### src/hdl/ptd_pkg.sv
// Shared constants and codes for the periodic task dispatcher.
package ptd_pkg;

   localparam int NUM_TASKS  = 3;
   localparam int MAX_TASKS  = 4;
   localparam int TASK_IDX_W = $clog2(MAX_TASKS);
   localparam int CNT_W      = 16;
   localparam int CSR_IDX_W  = $clog2(2 * MAX_TASKS);
   localparam int REQ_W      = 2;
   localparam int ST_W       = 2;

   localparam logic [CNT_W-1:0]      CSR_RESET_VALUE = CNT_W'(1000);
   localparam logic [TASK_IDX_W-1:0] LAST_TASK       = TASK_IDX_W'(NUM_TASKS - 1);

   // Task state codes.
   localparam logic [ST_W-1:0] ST_SUSPENDED    = 2'd0;
   localparam logic [ST_W-1:0] ST_READY        = 2'd1;
   localparam logic [ST_W-1:0] ST_RUNNING      = 2'd2;
   localparam logic [ST_W-1:0] ST_NOT_FINISHED = 2'd3;

   // Request codes.
   localparam logic [REQ_W-1:0] REQ_TICK     = 2'd0;
   localparam logic [REQ_W-1:0] REQ_DISPATCH = 2'd1;
   localparam logic [REQ_W-1:0] REQ_DONE     = 2'd2;

endpackage

### src/hdl/periodic_task_dispatcher.sv
// Periodic task dispatcher: per-task tick counters in a small RAM, task states in flops.
//
//   channel  | handshake           | payload
//   ---------+---------------------+-----------------------------------------------
//   req      | req_valid/req_ready | req_type, req_done_task
//   rsp      | rsp_valid/rsp_ready | rsp_grant_valid, rsp_grant_task,
//            |                     | rsp_ready_mask, rsp_overrun_mask
//   csr      | csr_we              | csr_index, csr_wdata
//
// In a tick beat the counter RAM is read one entry ahead while the previous
// entry is updated and written back, one task per cycle. Dispatch, done and
// unused request beats skip the counter walk and go straight to the response.
// Reset clears the FSM, the task states, the RAM entry valid bits and the
// registers to 1000; an entry whose valid bit is clear reads as zero.
// One beat is in work at a time; a finished result waits in the output
// register while the next request beat is accepted.
module periodic_task_dispatcher
   import ptd_pkg::*;
(
   input  logic                  clock,
   input  logic                  reset,
   input  logic                  req_valid,
   output logic                  req_ready,
   input  logic [REQ_W-1:0]      req_type,
   input  logic [TASK_IDX_W-1:0] req_done_task,
   output logic                  rsp_valid,
   input  logic                  rsp_ready,
   output logic                  rsp_grant_valid,
   output logic [TASK_IDX_W-1:0] rsp_grant_task,
   output logic [MAX_TASKS-1:0]  rsp_ready_mask,
   output logic [MAX_TASKS-1:0]  rsp_overrun_mask,
   input  logic                  csr_we,
   input  logic [CSR_IDX_W-1:0]  csr_index,
   input  logic [CNT_W-1:0]      csr_wdata
);

   localparam logic [1:0] FSM_IDLE = 2'd0;
   localparam logic [1:0] FSM_TICK = 2'd1;
   localparam logic [1:0] FSM_RESP = 2'd2;

   logic [1:0]            fsm_ff, fsm_in;
   logic [TASK_IDX_W-1:0] idx_ff, idx_in;
   logic [ST_W-1:0]       task_state_ff [MAX_TASKS];
   logic [ST_W-1:0]       task_state_in [MAX_TASKS];
   logic [CNT_W-1:0]      period_ff     [MAX_TASKS];
   logic [CNT_W-1:0]      deadline_ff   [MAX_TASKS];
   logic                  grant_vld_ff, grant_vld_in;
   logic [TASK_IDX_W-1:0] grant_task_ff, grant_task_in;

   // Counter RAM with one valid bit per entry.
   logic [CNT_W-1:0]      cnt_mem [MAX_TASKS];
   logic [MAX_TASKS-1:0]  cnt_vld_ff;
   logic [CNT_W-1:0]      rd_data_ff;
   logic                  rd_vld_ff;
   logic [TASK_IDX_W-1:0] rd_addr;
   logic                  wr_en;
   logic [CNT_W-1:0]      wr_data;

   logic                  rsp_valid_ff, rsp_valid_in;
   logic                  rsp_grant_valid_ff;
   logic [TASK_IDX_W-1:0] rsp_grant_task_ff;
   logic [MAX_TASKS-1:0]  rsp_ready_mask_ff, rsp_overrun_mask_ff;
   logic                  rsp_load;

   logic                  req_fire;
   logic                  out_free;
   logic [CNT_W-1:0]      cur_cnt, dl_match, pe_match;
   logic [ST_W-1:0]       cur_st, upd_st;
   logic                  pick_found;
   logic [TASK_IDX_W-1:0] pick_idx;
   logic [MAX_TASKS-1:0]  ready_mask, overrun_mask;

   assign req_ready = (fsm_ff == FSM_IDLE);
   assign req_fire  = req_valid && req_ready;
   assign out_free  = !rsp_valid_ff || rsp_ready;

   // The first entry is fetched as the tick beat is accepted; afterwards the
   // next entry is fetched while the current one is written back.
   assign rd_addr = (fsm_ff == FSM_IDLE) ? '0 : idx_ff + TASK_IDX_W'(1);
   assign wr_en   = (fsm_ff == FSM_TICK);

   always_ff @(posedge clock) begin
      if (wr_en) begin
         cnt_mem[idx_ff] <= wr_data;
      end
      rd_data_ff <= cnt_mem[rd_addr];
   end

   always_ff @(posedge clock) begin
      if (reset) begin
         cnt_vld_ff <= '0;
         rd_vld_ff  <= 1'b0;
      end else begin
         rd_vld_ff <= cnt_vld_ff[rd_addr];
         if (wr_en) begin
            cnt_vld_ff[idx_ff] <= 1'b1;
         end
      end
   end

   // Per-task update of one tick.
   always_comb begin
      cur_cnt  = rd_vld_ff ? rd_data_ff : '0;
      cur_st   = task_state_ff[idx_ff];
      dl_match = deadline_ff[idx_ff] - CNT_W'(1);
      pe_match = period_ff[idx_ff] - CNT_W'(1);
      upd_st   = cur_st;
      if (cur_cnt == dl_match && (cur_st == ST_RUNNING || cur_st == ST_NOT_FINISHED)) begin
         upd_st = ST_NOT_FINISHED;
      end
      if (cur_cnt == pe_match) begin
         upd_st  = ST_READY;
         wr_data = '0;
      end else begin
         wr_data = cur_cnt + CNT_W'(1);
      end
   end

   // Lowest-index ready task.
   always_comb begin
      pick_found = 1'b0;
      pick_idx   = '0;
      for (int i = NUM_TASKS - 1; i >= 0; i--) begin
         if (task_state_ff[i] == ST_READY) begin
            pick_found = 1'b1;
            pick_idx   = TASK_IDX_W'(i);
         end
      end
   end

   always_comb begin
      ready_mask   = '0;
      overrun_mask = '0;
      for (int i = 0; i < NUM_TASKS; i++) begin
         ready_mask[i]   = (task_state_ff[i] == ST_READY);
         overrun_mask[i] = (task_state_ff[i] == ST_NOT_FINISHED);
      end
   end

   always_comb begin
      fsm_in        = fsm_ff;
      idx_in        = idx_ff;
      grant_vld_in  = grant_vld_ff;
      grant_task_in = grant_task_ff;
      rsp_load      = 1'b0;
      for (int i = 0; i < MAX_TASKS; i++) begin
         task_state_in[i] = task_state_ff[i];
      end
      unique case (fsm_ff)
         FSM_IDLE: begin
            if (req_fire) begin
               grant_vld_in  = 1'b0;
               grant_task_in = '0;
               idx_in        = '0;
               unique case (req_type)
                  REQ_TICK: begin
                     fsm_in = FSM_TICK;
                  end
                  REQ_DISPATCH: begin
                     fsm_in = FSM_RESP;
                     if (pick_found) begin
                        grant_vld_in            = 1'b1;
                        grant_task_in           = pick_idx;
                        task_state_in[pick_idx] = ST_RUNNING;
                     end
                  end
                  REQ_DONE: begin
                     fsm_in = FSM_RESP;
                     if ({1'b0, req_done_task} < (TASK_IDX_W + 1)'(NUM_TASKS)) begin
                        task_state_in[req_done_task] = ST_SUSPENDED;
                     end
                  end
                  default: begin
                     fsm_in = FSM_RESP;
                  end
               endcase
            end
         end
         FSM_TICK: begin
            task_state_in[idx_ff] = upd_st;
            idx_in                = idx_ff + TASK_IDX_W'(1);
            if (idx_ff == LAST_TASK) begin
               fsm_in = FSM_RESP;
            end
         end
         FSM_RESP: begin
            if (out_free) begin
               rsp_load = 1'b1;
               fsm_in   = FSM_IDLE;
            end
         end
         default: begin
            fsm_in = FSM_IDLE;
         end
      endcase
   end

   always_comb begin
      rsp_valid_in = rsp_valid_ff;
      if (rsp_load) begin
         rsp_valid_in = 1'b1;
      end else if (rsp_ready) begin
         rsp_valid_in = 1'b0;
      end
   end

   always_ff @(posedge clock) begin
      if (reset) begin
         fsm_ff        <= FSM_IDLE;
         idx_ff        <= '0;
         grant_vld_ff  <= 1'b0;
         grant_task_ff <= '0;
         rsp_valid_ff  <= 1'b0;
         for (int i = 0; i < MAX_TASKS; i++) begin
            task_state_ff[i] <= ST_SUSPENDED;
         end
      end else begin
         fsm_ff        <= fsm_in;
         idx_ff        <= idx_in;
         grant_vld_ff  <= grant_vld_in;
         grant_task_ff <= grant_task_in;
         rsp_valid_ff  <= rsp_valid_in;
         for (int i = 0; i < MAX_TASKS; i++) begin
            task_state_ff[i] <= task_state_in[i];
         end
      end
   end

   // Period and deadline registers; an index beyond the list does not exist
   // at this index width.
   always_ff @(posedge clock) begin
      if (reset) begin
         for (int i = 0; i < MAX_TASKS; i++) begin
            period_ff[i]   <= CSR_RESET_VALUE;
            deadline_ff[i] <= CSR_RESET_VALUE;
         end
      end else if (csr_we) begin
         if (csr_index[0]) begin
            deadline_ff[csr_index[CSR_IDX_W-1:1]] <= csr_wdata;
         end else begin
            period_ff[csr_index[CSR_IDX_W-1:1]] <= csr_wdata;
         end
      end
   end

   always_ff @(posedge clock) begin
      if (rsp_load) begin
         rsp_grant_valid_ff  <= grant_vld_ff;
         rsp_grant_task_ff   <= grant_task_ff;
         rsp_ready_mask_ff   <= ready_mask;
         rsp_overrun_mask_ff <= overrun_mask;
      end
   end

   assign rsp_valid        = rsp_valid_ff;
   assign rsp_grant_valid  = rsp_grant_valid_ff;
   assign rsp_grant_task   = rsp_grant_task_ff;
   assign rsp_ready_mask   = rsp_ready_mask_ff;
   assign rsp_overrun_mask = rsp_overrun_mask_ff;

endmodule

### config.mk
export PLATFORM = sky130hd
export DESIGN_NAME = periodic_task_dispatcher
export DESIGN_NICKNAME = d
export VERILOG_FILES = /design/src/hdl/ptd_pkg.sv /design/src/hdl/periodic_task_dispatcher.sv
export SDC_FILE = /design/constraint.sdc
export NUM_CORES = 1
export LEC_CHECK = 0
export BUFFER_PORTS_ARGS = -buffer_cell sky130_fd_sc_hd__buf_2
export CORE_ASPECT_RATIO = 0.5
export CORE_MARGIN = 5
export CORE_UTILIZATION = 30
export CTS_CLUSTER_DIAMETER = 50
export DETAILED_ROUTE_END_ITERATION = 10
export PLACE_DENSITY = 0.45
export RECOVER_POWER = 50
export SYNTH_ARGS = -nofsm -noshare
export SYNTH_HDL_FRONTEND = slang
export SYNTH_SLANG_ARGS = --single-unit
### constraint.sdc
create_clock -name clock -period 8.6 [get_ports clock]
set_clock_uncertainty 0.1 [all_clocks]
set_input_delay 2.15 -clock clock [delete_from_list [all_inputs] [get_ports clock]]
set_output_delay 2.15 -clock clock [all_outputs]
set_load 0.1 [all_outputs]
=== Word level (Yosys, flattened, before mapping) ===
Memory sizes are Yosys's and may differ from the RTL's. A register that Yosys moved wholly into a read port is not among the register bits.
Index checks and enable logic that the tools add are counted.

* Shifts and indexed selects: 0
* Equality and inequality tests: 18
* Mux-type cells: 71
* $mul: 0
* Div/mod/pow operators: 0
* Reduce and logical (&&, ||, !) cells: 18
* Order comparisons: 10
* Add/sub/neg operators: 4
* Bitwise gates (word level): 13

{| class="wikitable"
|+ Operator list
! cell !! count
|-
| 16-bit 2-to-1 mux || 4
|-
| 2-bit 2-to-1 mux || 28
|-
| 16-bit == test || 2
|-
| 8-bit one-hot mux with 2 select lines || 2
|-
| 16-bit OR reduction || 2
|-
| 16-bit by 1-bit subtractor with 16-bit output (second input constant) || 2
|-
| 1-bit 2-to-1 mux || 26
|-
| 8-bit 2-to-1 mux || 3
|-
| 16-bit by 1-bit adder with 16-bit output (second input constant) || 1
|-
| 2-bit == test (second input constant) || 8
|-
| 2-bit demux with 2-bit select || 3
|-
| 2-bit by 1-bit == test with 1-bit output (second input constant) || 5
|-
| 3-bit greater-or-equal comparator (second input constant) || 3
|-
| 3-bit by 1-bit less-than comparator with 1-bit output (second input constant) || 3
|-
| 2-bit NOT with 3-bit output || 3
|-
| 8-bit AND || 1
|-
| 8-bit bitwise mux || 1
|-
| 8-bit NOT || 1
|-
| 4-bit bitwise OR || 2
|-
| 1-bit logical AND || 6
|-
| 2-bit by 3-bit less-than comparator with 1-bit output (second input constant) || 2
|-
| 2-bit one-hot mux with 3 select lines || 1
|-
| 4-bit AND || 1
|-
| 2-bit logical NOT || 2
|-
| other kinds (15) || 22
|}

* Output and inout port bits: 13
* ROM bits: 0
* Bits in latches: 0
* Memory bits (writable): 200
* Memories: 4
* Register bits: 22

{| class="wikitable"
|+ Memory list
! memory !! depth !! width !! rd ports !! clocked after memory_dff !! write ports !! line !! source
|-
| cnt_mem || 4 || 16 || 1 || 1 || 1 || periodic_task_dispatcher.sv:51 || <nowiki>logic [CNT_W-1:0] cnt_mem [MAX_TASKS];</nowiki>
|-
| deadline_ff || 4 || 16 || 1 || 1 || 4 || periodic_task_dispatcher.sv:46 || <nowiki>logic [CNT_W-1:0] deadline_ff [MAX_TASKS];</nowiki>
|-
| period_ff || 4 || 16 || 1 || 1 || 4 || periodic_task_dispatcher.sv:45 || <nowiki>logic [CNT_W-1:0] period_ff [MAX_TASKS];</nowiki>
|-
| task_state_ff || 4 || 2 || 5 || 1 || 4 || periodic_task_dispatcher.sv:43 || <nowiki>logic [ST_W-1:0] task_state_ff [MAX_TASKS];</nowiki>
|}

=== Depth between registers and ports, before layout ===
An unclocked memory read counts as a cell.

* Depth in word-level cells: 17
* Depth in mapped cells: 13

=== Least setup slack after synthesis ===
No wires, ideal clock.

* Path type: register to output
* From: register fsm_ff[0]
* To: output port req_ready
* Setup slack: 4.466 ns
* Data arrival time: 1.884 ns
* Stages on the path, launching flop included: 3
* Path through: dfxtp_1 clkbuf_1 nor2_1

* Word-level cells in the longest chain between the ends: 1

{| class="wikitable"
|+ Ends and longest elaborated chain
! element !! line !! source
|-
| start, declared || periodic_task_dispatcher.sv:41 || <nowiki>logic [1:0] fsm_ff, fsm_in;</nowiki>
|-
| start signal, assigned || periodic_task_dispatcher.sv:218 || <nowiki>fsm_ff <= fsm_in;</nowiki>
|-
| 2-bit logical NOT || periodic_task_dispatcher.sv:73 || <nowiki>assign req_ready = (fsm_ff == FSM_IDLE);</nowiki>
|-
| end, declared || periodic_task_dispatcher.sv:23 || <nowiki>output logic req_ready,</nowiki>
|}

Every way passes these cells.

=== Worst setup path in the final report ===
* From: register idx_ff[0]
* To: register rd_vld_ff

* Word-level cells in the longest chain between the ends: 4

{| class="wikitable"
|+ Ends and longest elaborated chain
! element !! line !! source
|-
| start, declared || periodic_task_dispatcher.sv:42 || <nowiki>logic [TASK_IDX_W-1:0] idx_ff, idx_in;</nowiki>
|-
| start signal, assigned || periodic_task_dispatcher.sv:219 || <nowiki>idx_ff <= idx_in;</nowiki>
|-
| 2-bit by 1-bit adder with 2-bit output || periodic_task_dispatcher.sv:79 || <nowiki>assign rd_addr = (fsm_ff == FSM_IDLE) ? '0 : idx_ff + TASK_IDX_W'(1);</nowiki>
|-
| 2-bit 2-to-1 mux || periodic_task_dispatcher.sv:79 ||
|-
| 1-bit binary-select mux with 2-bit select || periodic_task_dispatcher.sv:94 || <nowiki>rd_vld_ff <= cnt_vld_ff[rd_addr];</nowiki>
|-
| 1-bit 2-to-1 mux (not written as such) || periodic_task_dispatcher.sv:94 ||
|-
| end signal, assigned || periodic_task_dispatcher.sv:94 ||
|-
| end, declared || periodic_task_dispatcher.sv:54 || <nowiki>logic rd_vld_ff;</nowiki>
|}

Every way passes these cells. The select of a mux whose other input is x is not followed.
A chain may end at the register's enable or synchronous reset.

==> summary.txt <==
Power
  – Sw Pwr: 0.636 mW
  – Power per standard cell area: 201 nW/um2
  – Clk pwr share: 0.390
  – P_leak: 4.17 nW
  – Peak supply drop: 0.000121 V
  – Pint: 1.96 mW
  – Combinational Power Share: 0.090
  – Sequential power share: 0.519
  – Switching Share: 0.245

STA
  – Final Cycle Share: 0.572
  – Slew of the pin with the lowest slew margin: 2.22 ns
  – Crit path time final: 4.91 ns
  – Max-slew violations: 104
  – Headroom to the max-slew limit: -0.485
  – Worst hold margin: 0.337 ns
  – Setup TNS: 0 ns
  – PnR worst setup slack: 3.69 ns
  – Achievable Freq: 0.203 GHz
  – Final Hold Fails: 0
  – RSZ-0062 raised after global routing: false
  – Final setup viols: 0

Logic synthesis
  – Synth top cells by count: edfxtp_1 (201), and2_1 (101), nand2_1 (69)
  – Mapped Cells: 901
  – Distinct cell type count after synthesis: 77
  – Area leader, netlist: edfxtp_1
  – Predominant post-synthesis flop cell: edfxtp_1
  – Post-synthesis average cell area: 12.7 um2
  – Number of flops mapped to enable cells by yosys: 201
  – Count leader, synth: edfxtp_1
  – Yosys top cell area share: 0.526
  – Synth Cell Area: 11500 um2
  – Seq/Total Area, Yosys: 0.594
  – Seq cells post-synth: 240
  – Top cells by area, synth: edfxtp_1 (53%), dfxtp_1 (6.8%), mux4_2 (6.5%)
  – Ys async rst share: 0
  – Synth warnings: 0

Floorplan
  – # rows: 50
  – Die Y: 148 um
  – DIE WIDTH: 287 um
  – # IOs: 41
  – Core ar.: 37600 um2
  – Initial Utilization: 0.305
  – Die ar.: 42500 um2

Routing
  – Final wirelength: 29.2 mm
  – Antenna Nets Post-Route: 0
  – DRC: 0
  – Vias: 7235
  – Vias per inst: 4.91
  – First drt pass iteration count: 5
  – Routed wire per std cell: 19.8 um
  – 1st-iter DRT viols: 523

Critical path
  – CP peak stage delay: 1.24 ns
  – Setup crit start kind: flip-flop
  – CP max FO: 34
  – R2r setup slk: 3.69 ns
  – Worst Path Required: 8.91 ns
  – Crit end category: flip-flop
  – Most used cell, CP: clkbuf_1
  – Crit path DAT: 5.23 ns
  – Critical path class: reg2reg
  – Top cell family by delay on the critical path: buffers and inverters
  – CP bufs+invs: 3
  – CP max-delay cell: clkbuf_1
  – Worst-path cell chain: clkbuf_1 -> clkinv_1 -> ha_1 -> o21ai_0 -> clkbuf_1 -> a211oi_1 -> a311oi_1

GRT
  – Initial antenna violation count: 0
  – GRT overflow: 0
  – All-layer global routing usage: 0.137
  – Vias in the first global route: 7272
  – Pin count of the biggest net entering global routing: 42
  – First-pass GRT wire length: 45.1 mm

Clock network
  – Post-CTS Resized: 0
  – Clk Latency, worst-skew pair: 0.54 ns
  – Post-CTS setup buffers: 0
  – H-tree lvl count: 1
  – Post-CTS Hold Buffers: 0
  – Clk sinks: 240
  – Number of buffers added by the clock tree synthesis step: 25
  – Root Driver: clkbuf_16
  – TritonCTS clock tree: done
  – CTS max path bufs: 3
  – Clock-pin slew on the worst setup and hold paths: 0.07 ns

Min path
  – Worst Hold Class: reg2reg

Placed design
  – Dpl hpwl: 19.6 mm
  – Port Buf Inserts: 38
  – Dpl ws: 3.65 ns
  – Final GP Congestion: 0.847
  – Placed Area: 12200 um2

Outcome
  – Failing checks: capacitance limit, slew limit
  – Status: finished with violations

Final layout
  – Layout cells sized above 1: 0.133
  – Antenna cells: 0
  – Final instance area: 12900 um2
  – Area Overhead vs Synth: 12.6%
  – Nets: 971
  – Layout Utilization: 0.344

Run
  – Total of max-cap violations: 4
==> path summary, 6_finish.rpt <==
check	start	to	cells past startpoint
hold / removal	grant_vld_ff	rsp_grant_valid	0
hold reg to reg	grant_vld_ff	rsp_grant_valid	0
setup / recovery	idx_ff[0]	rd_vld_ff	7
setup reg to reg	idx_ff[0]	rd_vld_ff	7
==> sequential cells by signal, summed over array words and instances, names as in the netlist, 3 cells and up, named ones only <==
signal            cells
cnt_mem              64
deadline_ff          64
period_ff            64
rd_data_ff           16
task_state_ff         8
cnt_vld_ff            4
rsp_overrun_mask      3
rsp_ready_mask        3
==> logic make-up (layout without fill, tap and decap cells) <==
kind of cell,Yosys count,count (layout),synth area share
other cells,1,2,0.000327
compound gates,114,114,0.0718
fa+ha+maj,7,7,0.00764
buf+inv,56,109,0.0221
mux,42,42,0.0758
flops,240,240,0.594
xor+xnor,50,50,0.0382
simple gates,391,391,0.190
==> cell type report <==
cell class,instances,area (um2)
fillers,3701,24700
inverters,18,67.6
clock buffers,28,637
well taps,520,651
flip-flops and latches,240,6820
multi-input cells,606,4410
clock inverters,18,118
repair buffers,45,214
==> stage by stage <==
step,power (mW),instances
after floorplan,1.52,902
after global placement,1.61,1429
after detailed placement,1.61,1429
after CTS,2.62,1475
after global routing,2.70,1475
final,2.59,1475
==> layout by cell type, fill, tap and decap left out, drive strengths merged, types with 15 or more instances in the layout <==
cell type  count
edfxtp       201
and2         103
nand2         69
nor2          66
clkbuf        43
dfxtp         39
xnor2         37
mux4          35
nand2b        32
buf           30
or3           29
a211oi        25
a31oi         22
inv           19
nor3          18
o21ai         16
a21oi         15
clkinv        15
==> power by group through the flow <==
stage               Clock (mW)  Combinational (mW)  Sequential, mW
floorplan                    0               0.158            1.37
global placement             0               0.237            1.37
detailed placement           0               0.238            1.37
CTS                       1.04               0.239            1.35
global route              1.09               0.256            1.35
finish                    1.01               0.235            1.35
==> routing by layer <==
layer / share of wire / GRT usage / vias up / wire [um]
met5: 0 / 0 / - / 0
met4: 0.025 / 0.0341 / 0 / 732
met1: 0.47 / 0.192 / 3637 / 13900
met2: 0.46 / 0.226 / 127 / 13600
met3: 0.036 / 0.0199 / 41 / 1050
li1: - / - / 3430 / -
==> worst register-to-register path, cell delays in order (launching register included) <==
cell	delay, ns
dfxtp_1	0.31
clkbuf_1	0.90
clkinv_1	1.09
ha_1	0.62
o21ai_0	0.08
clkbuf_1	1.24
a211oi_1	0.13
a311oi_1	0.32
Power figures use the tool's default switching activity.
